**src/uhg_pkg.sv**
```systemverilog
`timescale 1ns / 1ps
// Package for the UDP/IP header generator: protocol constants, the records
// that pass between the pipeline stages and the checksum fold. No dependencies.
package uhg_pkg;

  // Field widths
  localparam int ADDR_W = 64;
  localparam int PORT_W = 16;
  localparam int BYTE_W = 8;
  localparam int LEN_W  = 17;

  // Header image: 48 bytes, IPv4 left-aligned in the same vector
  localparam int HDR_BYTES_V4 = 28;
  localparam int HDR_BYTES_V6 = 48;
  localparam int HDR_W        = HDR_BYTES_V6 * BYTE_W;
  localparam int CNT_W        = $clog2(HDR_BYTES_V6);

  // Protocol constants
  localparam logic [7:0]  IPV4_VER_IHL = 8'h45;
  localparam logic [7:0]  IPV6_VER     = 8'h60;
  localparam logic [7:0]  PROTO_UDP    = 8'd17;
  localparam logic [7:0]  HOP_LIMIT    = 8'd64;
  localparam logic [15:0] UDP_HDR_LEN  = 16'd8;
  localparam logic [15:0] IPV4_HDR_LEN = 16'd20;
  localparam logic [15:0] IPV4_W0      = {IPV4_VER_IHL, 8'h00};
  localparam logic [15:0] IPV4_TTL_PR  = {HOP_LIMIT, PROTO_UDP};

  // Largest payload that fits a 65535-byte IP datagram
  localparam logic [LEN_W-1:0] MAX_PAY_V4 = 17'd65507;
  localparam logic [LEN_W-1:0] MAX_PAY_V6 = 17'd65527;
  localparam logic [LEN_W-1:0] LEN_SAT    = 17'h1FFFF;

  // Result status codes
  localparam logic STATUS_OK   = 1'b0;
  localparam logic STATUS_DROP = 1'b1;

  // Packet record captured on the last item
  typedef struct packed {
    logic              v6;
    logic              drop;
    logic [ADDR_W-1:0] sh;
    logic [ADDR_W-1:0] sl;
    logic [ADDR_W-1:0] dh;
    logic [ADDR_W-1:0] dl;
    logic [PORT_W-1:0] sp;
    logic [PORT_W-1:0] dp;
    logic [15:0]       sum;
    logic              odd;
    logic [7:0]        held;
    logic [15:0]       seg;
    logic [15:0]       ident;
  } desc_t;

  // Partial sums after the first checksum stage
  typedef struct packed {
    desc_t       d;
    logic [17:0] a_sh;
    logic [17:0] a_sl;
    logic [17:0] a_dh;
    logic [17:0] a_dl;
    logic [16:0] b_sl;
    logic [16:0] b_dl;
    logic [18:0] misc_u;
    logic [17:0] misc_h;
  } part_t;

  // Record with both checksums, ready for the emitter
  typedef struct packed {
    desc_t       d;
    logic [15:0] ucs;
    logic [15:0] hcs;
  } fin_t;

  // Fold a wide integer sum into a 16-bit ones'-complement sum
  function automatic logic [15:0] fold21(input logic [20:0] n);
    logic [16:0] f1;
    logic [15:0] f2;
    f1 = {1'b0, n[15:0]} + {12'd0, n[20:16]};
    f2 = f1[15:0] + {15'd0, f1[16]};
    return f2;
  endfunction

endpackage

```
**src/uhg_if.sv**
```systemverilog
`timescale 1ns / 1ps
// Channel interfaces for the UDP/IP header generator: payload input and
// header result. Depends on uhg_pkg.
interface uhg_in_if;
  import uhg_pkg::*;

  logic              valid;
  logic              ready;
  logic              ip_version;
  logic [ADDR_W-1:0] src_addr_hi;
  logic [ADDR_W-1:0] src_addr_lo;
  logic [ADDR_W-1:0] dst_addr_hi;
  logic [ADDR_W-1:0] dst_addr_lo;
  logic [PORT_W-1:0] src_port;
  logic [PORT_W-1:0] dst_port;
  logic [BYTE_W-1:0] payload_byte;
  logic              byte_valid;
  logic              last_item;

  modport source (
    output valid, ip_version, src_addr_hi, src_addr_lo, dst_addr_hi, dst_addr_lo,
           src_port, dst_port, payload_byte, byte_valid, last_item,
    input  ready
  );
  modport sink (
    input  valid, ip_version, src_addr_hi, src_addr_lo, dst_addr_hi, dst_addr_lo,
           src_port, dst_port, payload_byte, byte_valid, last_item,
    output ready
  );
endinterface

interface uhg_out_if;
  import uhg_pkg::*;

  logic              valid;
  logic              ready;
  logic [BYTE_W-1:0] header_byte;
  logic              header_last;
  logic              status;

  modport source (output valid, header_byte, header_last, status, input ready);
  modport sink (input valid, header_byte, header_last, status, output ready);
endinterface

```
**src/udp_ip_header_generator.sv**
```systemverilog
`timescale 1ns / 1ps
// UDP/IP header generator top level: accumulator, checksum pipeline and
// header emitter. Depends on uhg_pkg, uhg_if, uhg_accum, uhg_csum, uhg_emit.
//
// Takes one payload byte per cycle unless stalled and keeps the running
// ones'-complement sum, odd-byte hold and length of the current packet. The
// last item closes the packet: its record passes a two-stage checksum pipeline
// and the header goes out one byte per cycle while the receiver is ready, 28
// bytes for IPv4 and 48 for IPv6, or a single result with status set when the
// payload is too long. The record passes the record register, both checksum
// stages, the header image and the output register before the first header
// byte. Payload bytes of the next packet keep flowing while a header is sent;
// the input stalls, for any item, while a closed packet record is still held
// because the checksum pipeline and the emitter are full, so packets shorter
// than their header run at the output rate. There are no configuration registers.
module udp_ip_header_generator (
  input  logic      clk,
  input  logic      rst_n,
  uhg_in_if.sink    in_ch,
  uhg_out_if.source out_ch
);
  import uhg_pkg::*;

  desc_t desc;
  logic  desc_valid, desc_ready;
  fin_t  fin;
  logic  fin_valid, fin_ready;

  // Accumulate payload and close packets
  uhg_accum u_accum (
    .clk        (clk),
    .rst_n      (rst_n),
    .in_ch      (in_ch),
    .desc       (desc),
    .desc_valid (desc_valid),
    .desc_ready (desc_ready)
  );

  // Compute the UDP and IPv4 header checksums
  uhg_csum u_csum (
    .clk        (clk),
    .rst_n      (rst_n),
    .desc       (desc),
    .desc_valid (desc_valid),
    .desc_ready (desc_ready),
    .fin        (fin),
    .fin_valid  (fin_valid),
    .fin_ready  (fin_ready)
  );

  // Send the header bytes
  uhg_emit u_emit (
    .clk       (clk),
    .rst_n     (rst_n),
    .fin       (fin),
    .fin_valid (fin_valid),
    .fin_ready (fin_ready),
    .out_ch    (out_ch)
  );

endmodule

```
**src/uhg_accum.sv**
```systemverilog
`timescale 1ns / 1ps
// Payload accumulator: running ones'-complement sum, odd-byte hold, length
// count and identification counter. Depends on uhg_pkg and uhg_if.
module uhg_accum (
  input  logic           clk,
  input  logic           rst_n,
  uhg_in_if.sink         in_ch,
  output uhg_pkg::desc_t desc,
  output logic           desc_valid,
  input  logic           desc_ready
);
  import uhg_pkg::*;

  logic [15:0]      sum_r, sum_nxt, sum_upd;
  logic             odd_r, odd_nxt, odd_upd;
  logic [7:0]       held_r, held_nxt, held_upd;
  logic [LEN_W-1:0] len_r, len_nxt, len_upd;
  logic [15:0]      ident_r, ident_nxt;
  desc_t            desc_r, desc_nxt;
  logic             desc_valid_r, desc_valid_nxt;
  logic [16:0]      pair_sum;
  logic [LEN_W-1:0] max_pay;
  logic             xfer;

  // Stall while the packet record waits for the checksum stage
  assign in_ch.ready = !desc_valid_r || desc_ready;
  assign xfer        = in_ch.valid && in_ch.ready;
  assign desc        = desc_r;
  assign desc_valid  = desc_valid_r;

  // Update the per-packet state with this transfer
  always_comb begin
    sum_upd  = sum_r;
    odd_upd  = odd_r;
    held_upd = held_r;
    len_upd  = len_r;
    pair_sum = {1'b0, sum_r} + {1'b0, held_r, in_ch.payload_byte};
    if (in_ch.byte_valid) begin
      if (odd_r) begin
        sum_upd = pair_sum[15:0] + {15'd0, pair_sum[16]};
        odd_upd = 1'b0;
      end else begin
        held_upd = in_ch.payload_byte;
        odd_upd  = 1'b1;
      end
      if (len_r != LEN_SAT) begin
        len_upd = len_r + 17'd1;
      end
    end
    max_pay = in_ch.ip_version ? MAX_PAY_V6 : MAX_PAY_V4;
  end

  // Next state: hold, advance, or close the packet on the last item
  always_comb begin
    sum_nxt        = sum_r;
    odd_nxt        = odd_r;
    held_nxt       = held_r;
    len_nxt        = len_r;
    ident_nxt      = ident_r;
    desc_nxt       = desc_r;
    desc_valid_nxt = desc_valid_r && !desc_ready;
    if (xfer) begin
      if (in_ch.last_item) begin
        sum_nxt        = '0;
        odd_nxt        = 1'b0;
        held_nxt       = '0;
        len_nxt        = '0;
        ident_nxt      = ident_r + 16'd1;
        desc_valid_nxt = 1'b1;
        desc_nxt.v6    = in_ch.ip_version;
        desc_nxt.drop  = len_upd > max_pay;
        desc_nxt.sh    = in_ch.src_addr_hi;
        desc_nxt.sl    = in_ch.src_addr_lo;
        desc_nxt.dh    = in_ch.dst_addr_hi;
        desc_nxt.dl    = in_ch.dst_addr_lo;
        desc_nxt.sp    = in_ch.src_port;
        desc_nxt.dp    = in_ch.dst_port;
        desc_nxt.sum   = sum_upd;
        desc_nxt.odd   = odd_upd;
        desc_nxt.held  = held_upd;
        desc_nxt.seg   = len_upd[15:0] + UDP_HDR_LEN;
        desc_nxt.ident = ident_r;
      end else begin
        sum_nxt  = sum_upd;
        odd_nxt  = odd_upd;
        held_nxt = held_upd;
        len_nxt  = len_upd;
      end
    end
  end

  // State registers
  always_ff @(posedge clk) begin
    if (!rst_n) begin
      sum_r        <= '0;
      odd_r        <= 1'b0;
      held_r       <= '0;
      len_r        <= '0;
      ident_r      <= '0;
      desc_valid_r <= 1'b0;
    end else begin
      sum_r        <= sum_nxt;
      odd_r        <= odd_nxt;
      held_r       <= held_nxt;
      len_r        <= len_nxt;
      ident_r      <= ident_nxt;
      desc_valid_r <= desc_valid_nxt;
    end
  end

  // Packet record
  always_ff @(posedge clk) begin
    desc_r <= desc_nxt;
  end

endmodule

```
**src/uhg_csum.sv**
```systemverilog
`timescale 1ns / 1ps
// Two-stage checksum pipeline: partial word sums, then the final sum, fold
// and complement for the UDP and IPv4 header checksums. Depends on uhg_pkg.
module uhg_csum (
  input  logic           clk,
  input  logic           rst_n,
  input  uhg_pkg::desc_t desc,
  input  logic           desc_valid,
  output logic           desc_ready,
  output uhg_pkg::fin_t  fin,
  output logic           fin_valid,
  input  logic           fin_ready
);
  import uhg_pkg::*;

  part_t       s1_r, s1_nxt;
  logic        s1_valid_r;
  fin_t        s2_r, s2_nxt;
  logic        s2_valid_r;
  logic        s1_ready, s2_ready;
  logic [15:0] tot;
  logic [15:0] odd_word;
  logic [20:0] n_u, n_h;
  logic [15:0] f_u, f_h;

  // Sum the four 16-bit words of a 64-bit field
  function automatic logic [17:0] sum4(input logic [63:0] x);
    return {2'b00, x[63:48]} + {2'b00, x[47:32]} + {2'b00, x[31:16]} + {2'b00, x[15:0]};
  endfunction

  // Sum the two 16-bit words of an IPv4 address
  function automatic logic [16:0] sum2(input logic [63:0] x);
    return {1'b0, x[31:16]} + {1'b0, x[15:0]};
  endfunction

  assign s2_ready   = !s2_valid_r || fin_ready;
  assign s1_ready   = !s1_valid_r || s2_ready;
  assign desc_ready = s1_ready;
  assign fin        = s2_r;
  assign fin_valid  = s2_valid_r;

  // Stage 1: partial sums of addresses and the short fields
  always_comb begin
    tot             = desc.seg + IPV4_HDR_LEN;
    odd_word        = desc.odd ? {desc.held, 8'h00} : 16'h0000;
    s1_nxt.d        = desc;
    s1_nxt.a_sh     = sum4(desc.sh);
    s1_nxt.a_sl     = sum4(desc.sl);
    s1_nxt.a_dh     = sum4(desc.dh);
    s1_nxt.a_dl     = sum4(desc.dl);
    s1_nxt.b_sl     = sum2(desc.sl);
    s1_nxt.b_dl     = sum2(desc.dl);
    s1_nxt.misc_u   = {3'd0, desc.sum} + {3'd0, odd_word} + {11'd0, PROTO_UDP}
                    + {3'd0, desc.sp} + {3'd0, desc.dp} + {2'd0, desc.seg, 1'b0};
    s1_nxt.misc_h   = {2'd0, IPV4_W0} + {2'd0, tot} + {2'd0, desc.ident}
                    + {2'd0, IPV4_TTL_PR};
  end

  // Stage 2: total, fold, complement; a zero UDP checksum goes out as all ones
  always_comb begin
    if (s1_r.d.v6) begin
      n_u = {3'd0, s1_r.a_sh} + {3'd0, s1_r.a_sl} + {3'd0, s1_r.a_dh}
          + {3'd0, s1_r.a_dl} + {2'd0, s1_r.misc_u};
    end else begin
      n_u = {4'd0, s1_r.b_sl} + {4'd0, s1_r.b_dl} + {2'd0, s1_r.misc_u};
    end
    n_h        = {3'd0, s1_r.misc_h} + {4'd0, s1_r.b_sl} + {4'd0, s1_r.b_dl};
    f_u        = fold21(n_u);
    f_h        = fold21(n_h);
    s2_nxt.d   = s1_r.d;
    s2_nxt.ucs = (f_u == 16'hFFFF) ? 16'hFFFF : ~f_u;
    s2_nxt.hcs = ~f_h;
  end

  // Stage valid flags
  always_ff @(posedge clk) begin
    if (!rst_n) begin
      s1_valid_r <= 1'b0;
      s2_valid_r <= 1'b0;
    end else begin
      if (s1_ready) begin
        s1_valid_r <= desc_valid;
      end
      if (s2_ready) begin
        s2_valid_r <= s1_valid_r;
      end
    end
  end

  // Stage data
  always_ff @(posedge clk) begin
    if (s1_ready) begin
      s1_r <= s1_nxt;
    end
    if (s2_ready) begin
      s2_r <= s2_nxt;
    end
  end

endmodule

```
**src/uhg_emit.sv**
```systemverilog
`timescale 1ns / 1ps
// Header emitter: builds the header image into a shift register and sends
// it one byte per transfer through the output register. Depends on uhg_pkg, uhg_if.
module uhg_emit (
  input  logic          clk,
  input  logic          rst_n,
  input  uhg_pkg::fin_t fin,
  input  logic          fin_valid,
  output logic          fin_ready,
  uhg_out_if.source     out_ch
);
  import uhg_pkg::*;

  logic [HDR_W-1:0]  hdr_r, hdr_nxt, hdr_img;
  logic [CNT_W-1:0]  rem_r, rem_nxt, rem_load;
  logic              active_r, active_nxt;
  logic              drop_r, drop_nxt;
  logic              ov_r, ov_nxt;
  logic [BYTE_W-1:0] ob_r, ob_nxt;
  logic              ol_r, ol_nxt;
  logic              os_r, os_nxt;
  logic              out_free, step, ld;
  logic [15:0]       tot;

  assign out_free  = !ov_r || out_ch.ready;
  assign step      = active_r && out_free;
  assign fin_ready = !active_r || (step && rem_r == '0);
  assign ld        = fin_valid && fin_ready;

  assign out_ch.valid       = ov_r;
  assign out_ch.header_byte = ob_r;
  assign out_ch.header_last = ol_r;
  assign out_ch.status      = os_r;

  // Build the header image for the incoming record
  always_comb begin
    tot = fin.d.seg + IPV4_HDR_LEN;
    if (fin.d.drop) begin
      hdr_img  = '0;
      rem_load = '0;
    end else if (fin.d.v6) begin
      hdr_img  = {IPV6_VER, 24'h0, fin.d.seg, PROTO_UDP, HOP_LIMIT,
                  fin.d.sh, fin.d.sl, fin.d.dh, fin.d.dl,
                  fin.d.sp, fin.d.dp, fin.d.seg, fin.ucs};
      rem_load = CNT_W'(HDR_BYTES_V6 - 1);
    end else begin
      hdr_img  = {IPV4_W0, tot, fin.d.ident, 16'h0000, IPV4_TTL_PR, fin.hcs,
                  fin.d.sl[31:0], fin.d.dl[31:0],
                  fin.d.sp, fin.d.dp, fin.d.seg, fin.ucs,
                  {(HDR_BYTES_V6 - HDR_BYTES_V4) * BYTE_W{1'b0}}};
      rem_load = CNT_W'(HDR_BYTES_V4 - 1);
    end
  end

  // Shift out one byte per transfer, load the next record on the last byte
  always_comb begin
    hdr_nxt    = hdr_r;
    rem_nxt    = rem_r;
    active_nxt = active_r;
    drop_nxt   = drop_r;
    ov_nxt     = ov_r && !out_ch.ready;
    ob_nxt     = ob_r;
    ol_nxt     = ol_r;
    os_nxt     = os_r;
    if (step) begin
      ov_nxt  = 1'b1;
      ob_nxt  = hdr_r[HDR_W-1 -: BYTE_W];
      ol_nxt  = (rem_r == '0);
      os_nxt  = drop_r ? STATUS_DROP : STATUS_OK;
      hdr_nxt = {hdr_r[HDR_W-BYTE_W-1:0], {BYTE_W{1'b0}}};
      rem_nxt = rem_r - CNT_W'(1);
      if (rem_r == '0) begin
        active_nxt = 1'b0;
      end
    end
    if (ld) begin
      hdr_nxt    = hdr_img;
      rem_nxt    = rem_load;
      drop_nxt   = fin.d.drop;
      active_nxt = 1'b1;
    end
  end

  // Control registers
  always_ff @(posedge clk) begin
    if (!rst_n) begin
      active_r <= 1'b0;
      ov_r     <= 1'b0;
    end else begin
      active_r <= active_nxt;
      ov_r     <= ov_nxt;
    end
  end

  // Header image and output payload
  always_ff @(posedge clk) begin
    hdr_r  <= hdr_nxt;
    rem_r  <= rem_nxt;
    drop_r <= drop_nxt;
    ob_r   <= ob_nxt;
    ol_r   <= ol_nxt;
    os_r   <= os_nxt;
  end

endmodule

```
**src/flat_wrapper.sv**
```systemverilog
// flat-port wrapper written by rule: the top's interface ports become plain ports
module udp_ip_header_generator_flat import uhg_pkg::*;
  (clk, rst_n, in_ch_valid, in_ch_ip_version, in_ch_src_addr_hi, in_ch_src_addr_lo, in_ch_dst_addr_hi, in_ch_dst_addr_lo, in_ch_src_port, in_ch_dst_port, in_ch_payload_byte, in_ch_byte_valid, in_ch_last_item, in_ch_ready, out_ch_valid, out_ch_header_byte, out_ch_header_last, out_ch_status, out_ch_ready);
  uhg_in_if in_ch_i ();
  uhg_out_if out_ch_i ();
  input  logic clk;
  input  logic rst_n;
  input wire logic [$bits(in_ch_i.valid)-1:0] in_ch_valid;
  input wire logic [$bits(in_ch_i.ip_version)-1:0] in_ch_ip_version;
  input wire logic [$bits(in_ch_i.src_addr_hi)-1:0] in_ch_src_addr_hi;
  input wire logic [$bits(in_ch_i.src_addr_lo)-1:0] in_ch_src_addr_lo;
  input wire logic [$bits(in_ch_i.dst_addr_hi)-1:0] in_ch_dst_addr_hi;
  input wire logic [$bits(in_ch_i.dst_addr_lo)-1:0] in_ch_dst_addr_lo;
  input wire logic [$bits(in_ch_i.src_port)-1:0] in_ch_src_port;
  input wire logic [$bits(in_ch_i.dst_port)-1:0] in_ch_dst_port;
  input wire logic [$bits(in_ch_i.payload_byte)-1:0] in_ch_payload_byte;
  input wire logic [$bits(in_ch_i.byte_valid)-1:0] in_ch_byte_valid;
  input wire logic [$bits(in_ch_i.last_item)-1:0] in_ch_last_item;
  output wire logic [$bits(in_ch_i.ready)-1:0] in_ch_ready;
  output wire logic [$bits(out_ch_i.valid)-1:0] out_ch_valid;
  output wire logic [$bits(out_ch_i.header_byte)-1:0] out_ch_header_byte;
  output wire logic [$bits(out_ch_i.header_last)-1:0] out_ch_header_last;
  output wire logic [$bits(out_ch_i.status)-1:0] out_ch_status;
  input wire logic [$bits(out_ch_i.ready)-1:0] out_ch_ready;
  assign in_ch_i.valid = in_ch_valid;
  assign in_ch_i.ip_version = in_ch_ip_version;
  assign in_ch_i.src_addr_hi = in_ch_src_addr_hi;
  assign in_ch_i.src_addr_lo = in_ch_src_addr_lo;
  assign in_ch_i.dst_addr_hi = in_ch_dst_addr_hi;
  assign in_ch_i.dst_addr_lo = in_ch_dst_addr_lo;
  assign in_ch_i.src_port = in_ch_src_port;
  assign in_ch_i.dst_port = in_ch_dst_port;
  assign in_ch_i.payload_byte = in_ch_payload_byte;
  assign in_ch_i.byte_valid = in_ch_byte_valid;
  assign in_ch_i.last_item = in_ch_last_item;
  assign in_ch_ready = in_ch_i.ready;
  assign out_ch_valid = out_ch_i.valid;
  assign out_ch_header_byte = out_ch_i.header_byte;
  assign out_ch_header_last = out_ch_i.header_last;
  assign out_ch_status = out_ch_i.status;
  assign out_ch_i.ready = out_ch_ready;
  udp_ip_header_generator u_core (.clk(clk), .rst_n(rst_n), .in_ch(in_ch_i), .out_ch(out_ch_i));
endmodule
```
**config.mk**
```make
export PLATFORM = sky130hd
export DESIGN_NAME = udp_ip_header_generator_flat
export DESIGN_NICKNAME = d
export VERILOG_FILES = /design/src/uhg_pkg.sv /design/src/uhg_if.sv /design/src/udp_ip_header_generator.sv /design/src/uhg_accum.sv /design/src/uhg_csum.sv /design/src/uhg_emit.sv /design/src/flat_wrapper.sv
export SDC_FILE = /design/constraint.sdc
export NUM_CORES = 2
export LEC_CHECK = 0
export ABC_AREA = 1
export CAP_MARGIN = 20
export CORE_MARGIN = 2
export CORE_UTILIZATION = 55
export DETAILED_ROUTE_END_ITERATION = 16
export DONT_BUFFER_PORTS = 1
export GPL_ROUTABILITY_DRIVEN = 0
export PLACE_DENSITY = 0.7
export RECOVER_POWER = 100
export SETUP_SLACK_MARGIN = 0.05
export SKIP_CTS_REPAIR_TIMING = 1
export SLEW_MARGIN = 20
export SYNTH_ARGS = -nofsm -noshare
export SYNTH_HDL_FRONTEND = slang
export SYNTH_SLANG_ARGS = --single-unit
```
**constraint.sdc**
```tcl
create_clock -name clk -period 18.6 [get_ports clk]
set_input_delay 5.58 -clock clk [delete_from_list [all_inputs] [get_ports clk]]
set_output_delay 5.58 -clock clk [all_outputs]
set_load 0.01 [all_outputs]
```
# Word-level counts from Yosys, hierarchy flattened
# Index checks and enable logic that the tools add are counted.
# op_classes
n_addsub,42
order_cmp,1
eq_ne,2
muxes,30
bitwise_logic,2
reduce_logical,23
# op_table
op,count
2-to-1 mux 384 bit,2
2-to-1 mux 383 bit,1
2-to-1 mux 382 bit,1
adder 16 x 16 -> 17 bit,8
adder 17 x 16 -> 18 bit,5
adder 18 x 16 -> 18 bit,4
2-to-1 mux 16 bit,4
2-to-1 mux 17 bit,3
adder 16 x 1 -> 16 bit,3
"adder 16 x 5 -> 16 bit, second input constant",2
NOT 16 bit,2
2-to-1 mux 6 bit,4
2-to-1 mux 8 bit,3
adder 20 x 18 -> 21 bit,1
adder 21 x 19 -> 21 bit,1
2-to-1 mux 21 bit,1
adder 18 x 19 -> 20 bit,1
adder 19 x 17 -> 20 bit,1
adder 19 x 18 -> 20 bit,1
adder 18 x 16 -> 19 bit,1
adder 18 x 17 -> 19 bit,1
adder 18 x 18 -> 19 bit,1
adder 19 x 16 -> 19 bit,1
adder 19 x 17 -> 19 bit,1
21 further kinds,47
# word_totals
register_bits,1630
out_inout_bits,12
elab_cells,159

# Depth between registers and ports, before layout
# depth
depth_word,11
mapped_depth,53

# Modules after synthesis
# A second synthesis with hierarchy kept.
# hier_totals
hier_cells,6435
area_unflattened_um2,78794.3
# modules_own_cells
mod,instances,cells_each,area_per_inst_um2,seq_area_each_um2
uhg_csum,1,3078,42597.1,26135.1
uhg_emit,1,2227,21002.6,12081.6
uhg_accum,1,1130,15194.6,11601.1

# Worst setup path before layout
# OpenSTA, ideal clock, no wires.
# synth_path
path_kind,input port to flip-flop
start,input port out_ch_ready
end,register u_core.u_csum.s1_r[0] (netlist bit) (enable)
arrival_ps,13507
setup_slack_ps,1745
cell_stages,6
path_buffers,0
path_cell_list,inv_1 nand2_1 nand2_1 nand2_1 nor2_1 nand2_1
# synth_between
elab_chain_cells,6
# synth_rtl
element,line,text
start: declaration,flat_wrapper.sv:24,input wire logic [$bits(out_ch_i.ready)-1:0] out_ch_ready;
logical OR 1 bit,uhg_emit.sv:25,assign out_free = !ov_r || out_ch.ready;
logical AND 1 bit,uhg_emit.sv:26,assign step = active_r && out_free;
logical AND 1 bit,uhg_emit.sv:27,assign fin_ready = !active_r || (step && rem_r == '0);
logical OR 1 bit,uhg_emit.sv:27,
logical OR 1 bit,uhg_csum.sv:36,assign s2_ready = !s2_valid_r || fin_ready;
logical OR 1 bit,uhg_csum.sv:37,assign s1_ready = !s1_valid_r || s2_ready;
net u_core.desc_ready,udp_ip_header_generator.sv:25,"logic desc_valid, desc_ready;"
end signal: assignment,uhg_csum.sv:93,s1_r <= s1_nxt;
end: declaration,uhg_csum.sv:16,"part_t s1_r, s1_nxt;"
# The timed path passes the listed nets, and every way through them passes these cells.
# A chain may end at the register's enable or synchronous reset.

# Worst setup path in the final report
# layout_path
start,input port out_ch_ready
end,register u_core.u_csum.s2_r (netlist bit u_core.u_csum.fin[314]) (enable)
# layout_between
elab_chain_cells,5
# layout_rtl
element,line,text
logical OR 1 bit,uhg_emit.sv:25,
logical AND 1 bit,uhg_emit.sv:26,
logical AND 1 bit,uhg_emit.sv:27,
logical OR 1 bit,uhg_emit.sv:27,
logical OR 1 bit,uhg_csum.sv:36,
net u_core.u_csum.s2_ready,uhg_csum.sv:20,"logic s1_ready, s2_ready;"
end signal: assignment,uhg_csum.sv:96,s2_r <= s2_nxt;
end: declaration,uhg_csum.sv:18,"fin_t s2_r, s2_nxt;"
# The timed path passes the listed nets, and every way through them passes these cells.

==> flow_metrics.env <==
export IMPL_comb_power_share_pct=47.8
export IMPL_min_period_ns=14.93
export IMPL_dieArea_um2=136000
export IMPL_crit_chain="inv_1 -> nand2_1 -> nand2_1 -> nand2_1 -> nor2_1 -> clkinvlp_2 -> clkbuf_1"
export IMPL_cp_common_cell="nand2_1"
export IMPL_track_usage_pct=27.6
export IMPL_ys_types=58
export IMPL_failed_checks="capacitance limit, slew limit"
export IMPL_post_place_ws_ns=5.73
export IMPL_cp_data_arrival_time_ns=14.36
export IMPL_slowest_stage="clkinvlp_2"
export IMPL_die_x_um=368
export IMPL_finalHoldViolCount=0
export IMPL_hpwlAfterDp_um=136000
export IMPL_async_flop_share_pct=0
export IMPL_max_stage_delay_ns=3.91
export IMPL_total_power_mw=15.7
export IMPL_wl_met3_um=19700
export IMPL_syn_cell_area_um2=73000
export IMPL_fillers=9766
export IMPL_coreArea_um2=132000
export IMPL_rsz0062_at_grt="no"
export IMPL_final_area_um2=80400
export IMPL_drt_antenna_violating_nets=0
export IMPL_cts_buffer_depth=3
export IMPL_yosys_area_top_type_share_pct=64.5
export IMPL_fin_crit_sh_pct=80.2
export IMPL_worstMarginPinSlew_ns=8.65
export IMPL_power_density_nw_per_um2=196
export IMPL_rows=133
export IMPL_vias=43135
export IMPL_gr_total_overflow=0
export IMPL_routed_wl_um=187000
export IMPL_whs_endpoint="u_core.u_csum.fin[193]$_DFFE_PP_"
export IMPL_yosys_area_top_type="edfxtp_1"
export IMPL_synth_ff_type="edfxtp_1"
export IMPL_synth_most_common_cell="edfxtp_1"
export IMPL_clk_pin_slew_ns=0.06
export IMPL_worstHoldStart="u_core.u_csum.s1_r[304]$_DFFE_PP_"
export IMPL_synth_edf_count=1567
export IMPL_startpoint_type="primary input"
export IMPL_netSwitchingFraction_pct=42.9
export IMPL_hold_class="flip-flop to flip-flop"
export IMPL_final_layout_size_suffix_gt1_share_pct=5.62
export IMPL_antenna_found_initial=10
export IMPL_crit_type="primary input to flip-flop"
export IMPL_clockRootBuffer="clkbuf_16"
export IMPL_cts_made_buffers=165
export IMPL_synth_seq_area_share_pct=66.2
export IMPL_portBuffers=0
export IMPL_r2r_cells=11
export IMPL_hold_depth=0
export IMPL_timing_rr_end="u_core.u_csum.s1_r[243]$_DFFE_PP_"
export IMPL_wl_per_cell_um=25.1
export IMPL_final_core_util_pct=61.0
export IMPL_r2r_start="u_core.u_emit.rem_r[0]$_DFFE_PP_"
export IMPL_p_int_mw=8.97
export IMPL_final_nets=6396
export IMPL_cp_data_required_time_ns=18.03
export IMPL_cts_sinks=1630
export IMPL_drt_pre_antenna_iters=8
export IMPL_relSlewSlack_pct=-477
export IMPL_p_switching_mw=6.75
export IMPL_synth_nets=6323
export IMPL_synthTopCellsByArea="edfxtp_1 64%, fa_1 7.2%, nand2_1 5.3%"
export IMPL_drtIter0Drc=5785
export IMPL_pwr_share_clk_pct=21.4
export IMPL_insertion_delay_ns=0.82
export IMPL_wl_met1_um=74600
export IMPL_ys_ff_latch=1630
export IMPL_max_vdd_ir_drop_mv=0.326
export IMPL_grt_pass1_vias=41469
export IMPL_wl_met2_um=85000
export IMPL_setup_violations=0
export IMPL_synthCells=5503
export IMPL_placed_area_um2=75000
export IMPL_cp_top_family="buffers and inverters"
export IMPL_start_util_pct=55.5
export IMPL_status="finished, violations left"
export IMPL_fp_dieH_um=368
export IMPL_synth_commonest_cells="1567 x edfxtp_1, 1040 x nand2_1, 673 x inv_1, 264 x fa_1, 253 x ha_1"
export IMPL_max_freq_mhz=67.0
export IMPL_grt_max_degree=191
export IMPL_tns_ns=0
export IMPL_cts_max_level=4
export IMPL_power_leakage_nw=31.8
export IMPL_tritoncts="built"
export IMPL_top_layer="met5"
export IMPL_cp_max_fo=134
export IMPL_pwr_share_seq_pct=30.9
export IMPL_skew_ns=0.0617
export IMPL_cp_end_kind="flip-flop"
export IMPL_area_growth_pct=10.1
export IMPL_critPathBufInv=3
export IMPL_drt_vias_per_instance=5.78
export IMPL_ys_warn_count=0
export IMPL_syn_avg_cell_area_um2=13.3
export IMPL_cap_viol_max_count=30
export IMPL_grt_pass1_wl_um=271000
export IMPL_reg2reg_setup_slack_ns=7.34
export IMPL_drc=0
export IMPL_finalMaxSlewViolations=2143
export IMPL_final_setup_worst_slack_ns=3.67
export IMPL_io_pins=315
cell type report:
class                   instances  area (um2)  area share, %
repair buffers                 28         145          0.181
clock buffers                 191        4230           5.26
multi-input cells            3066       21600           26.9
clock inverters               112        1290           1.60
well taps                    1755        2200           2.73
flip-flops and latches       1630       48300           60.1
inverters                     685        2580           3.21
diodes                          2        5.00        0.00623
worst max-delay path by stage:
stage / end / start / cells past startpoint / slack (ns)
after CTS: in_ch_ready / out_ch_ready / 6 / 5.70
after global placement: in_ch_ready / out_ch_ready / 6 / 5.73
after floorplan: u_core.u_csum.s1_r[0]$_DFFE_PP_ / out_ch_ready / 6 / 1.74
after global routing: u_core.u_csum.s1_r[243]$_DFFE_PP_ / out_ch_ready / 9 / 2.84
after detailed placement: in_ch_ready / out_ch_ready / 6 / 5.73
final: u_core.u_csum.fin[314]$_DFFE_PP_ / out_ch_ready / 7 / 3.67
registers in the layout (all words and copies together) (netlist names), 6 cells and up:
| name | count |
|---|---|
| u_core.u_accum.len_r | 17 |
| u_core.u_emit.out_ch.header_byte | 8 |
| u_core.u_csum.s1_r | 465 |
| u_core.u_emit.hdr_r | 384 |
| u_core.u_accum.held_r | 8 |
| u_core.u_accum.sum_r | 16 |
| u_core.u_accum.desc | 347 |
| u_core.u_emit.rem_r | 6 |
| u_core.u_accum.ident_r | 16 |
| u_core.u_csum.fin | 354 |
logic make-up after synthesis:
family / count (synthesis) / synth area share (%)
flip-flops: 1630 / 66.2
AND/OR/NAND/NOR: 1602 / 9.19
buffers and inverters: 807 / 4.17
AO/OA/AOI/OAI: 733 / 6.27
adder cells (fa/ha/maj): 517 / 11.6
XOR/XNOR: 206 / 2.48
multiplexers: 8 / 0.123
layer usage:
metal  GRT usage (%)  vias to the layer above
met1            38.8                    21274
li1                -                    19367
met4            11.3                       14
met2            41.9                     2165
met3            6.49                      315
met5               0                        -
layout by cell type, fill, tap and decap left out, types with 32 or more instances in the layout:
cell / synthesis / final
o211ai_1: 112 / 112
nand3_1: 205 / 205
xor2_1: 156 / 156
nor3_1: 37 / 39
clkbuf_1: 112 / 50
a21oi_1: 227 / 227
inv_1: 673 / 669
nor2_1: 201 / 203
xnor2_1: 49 / 49
ha_1: 253 / 253
o21ai_0: 199 / 201
nand4_1: 39 / 39
clkbuf_16: 0 / 165
fa_1: 264 / 264
nand2_1: 1040 / 1045
edfxtp_1: 1567 / 1567
clkinv_2: 0 / 32
a22o_1: 78 / 78
dfxtp_1: 63 / 63
o221ai_1: 32 / 32
power by group through the flow:
stage          Clock, mW  Sequential (mW)  Combinational (mW)
6_report            3.36             4.85                7.51
5_1_grt             3.54             4.87                8.43
4_1_cts             3.41             4.85                7.41
3_5_place_dp           0             4.92                7.34
3_3_place_gp           0             4.91                7.17
2_1_floorplan          0             4.76                5.60
metrics by stage:
stage,hold slack (ns),std cells
after floorplan,0.400,5503
after global placement,0.400,7164
after detailed placement,0.405,7164
after CTS,0.376,7467
after global routing,0.390,7467
final,0.375,7469
Power figures use the tool's default switching activity.
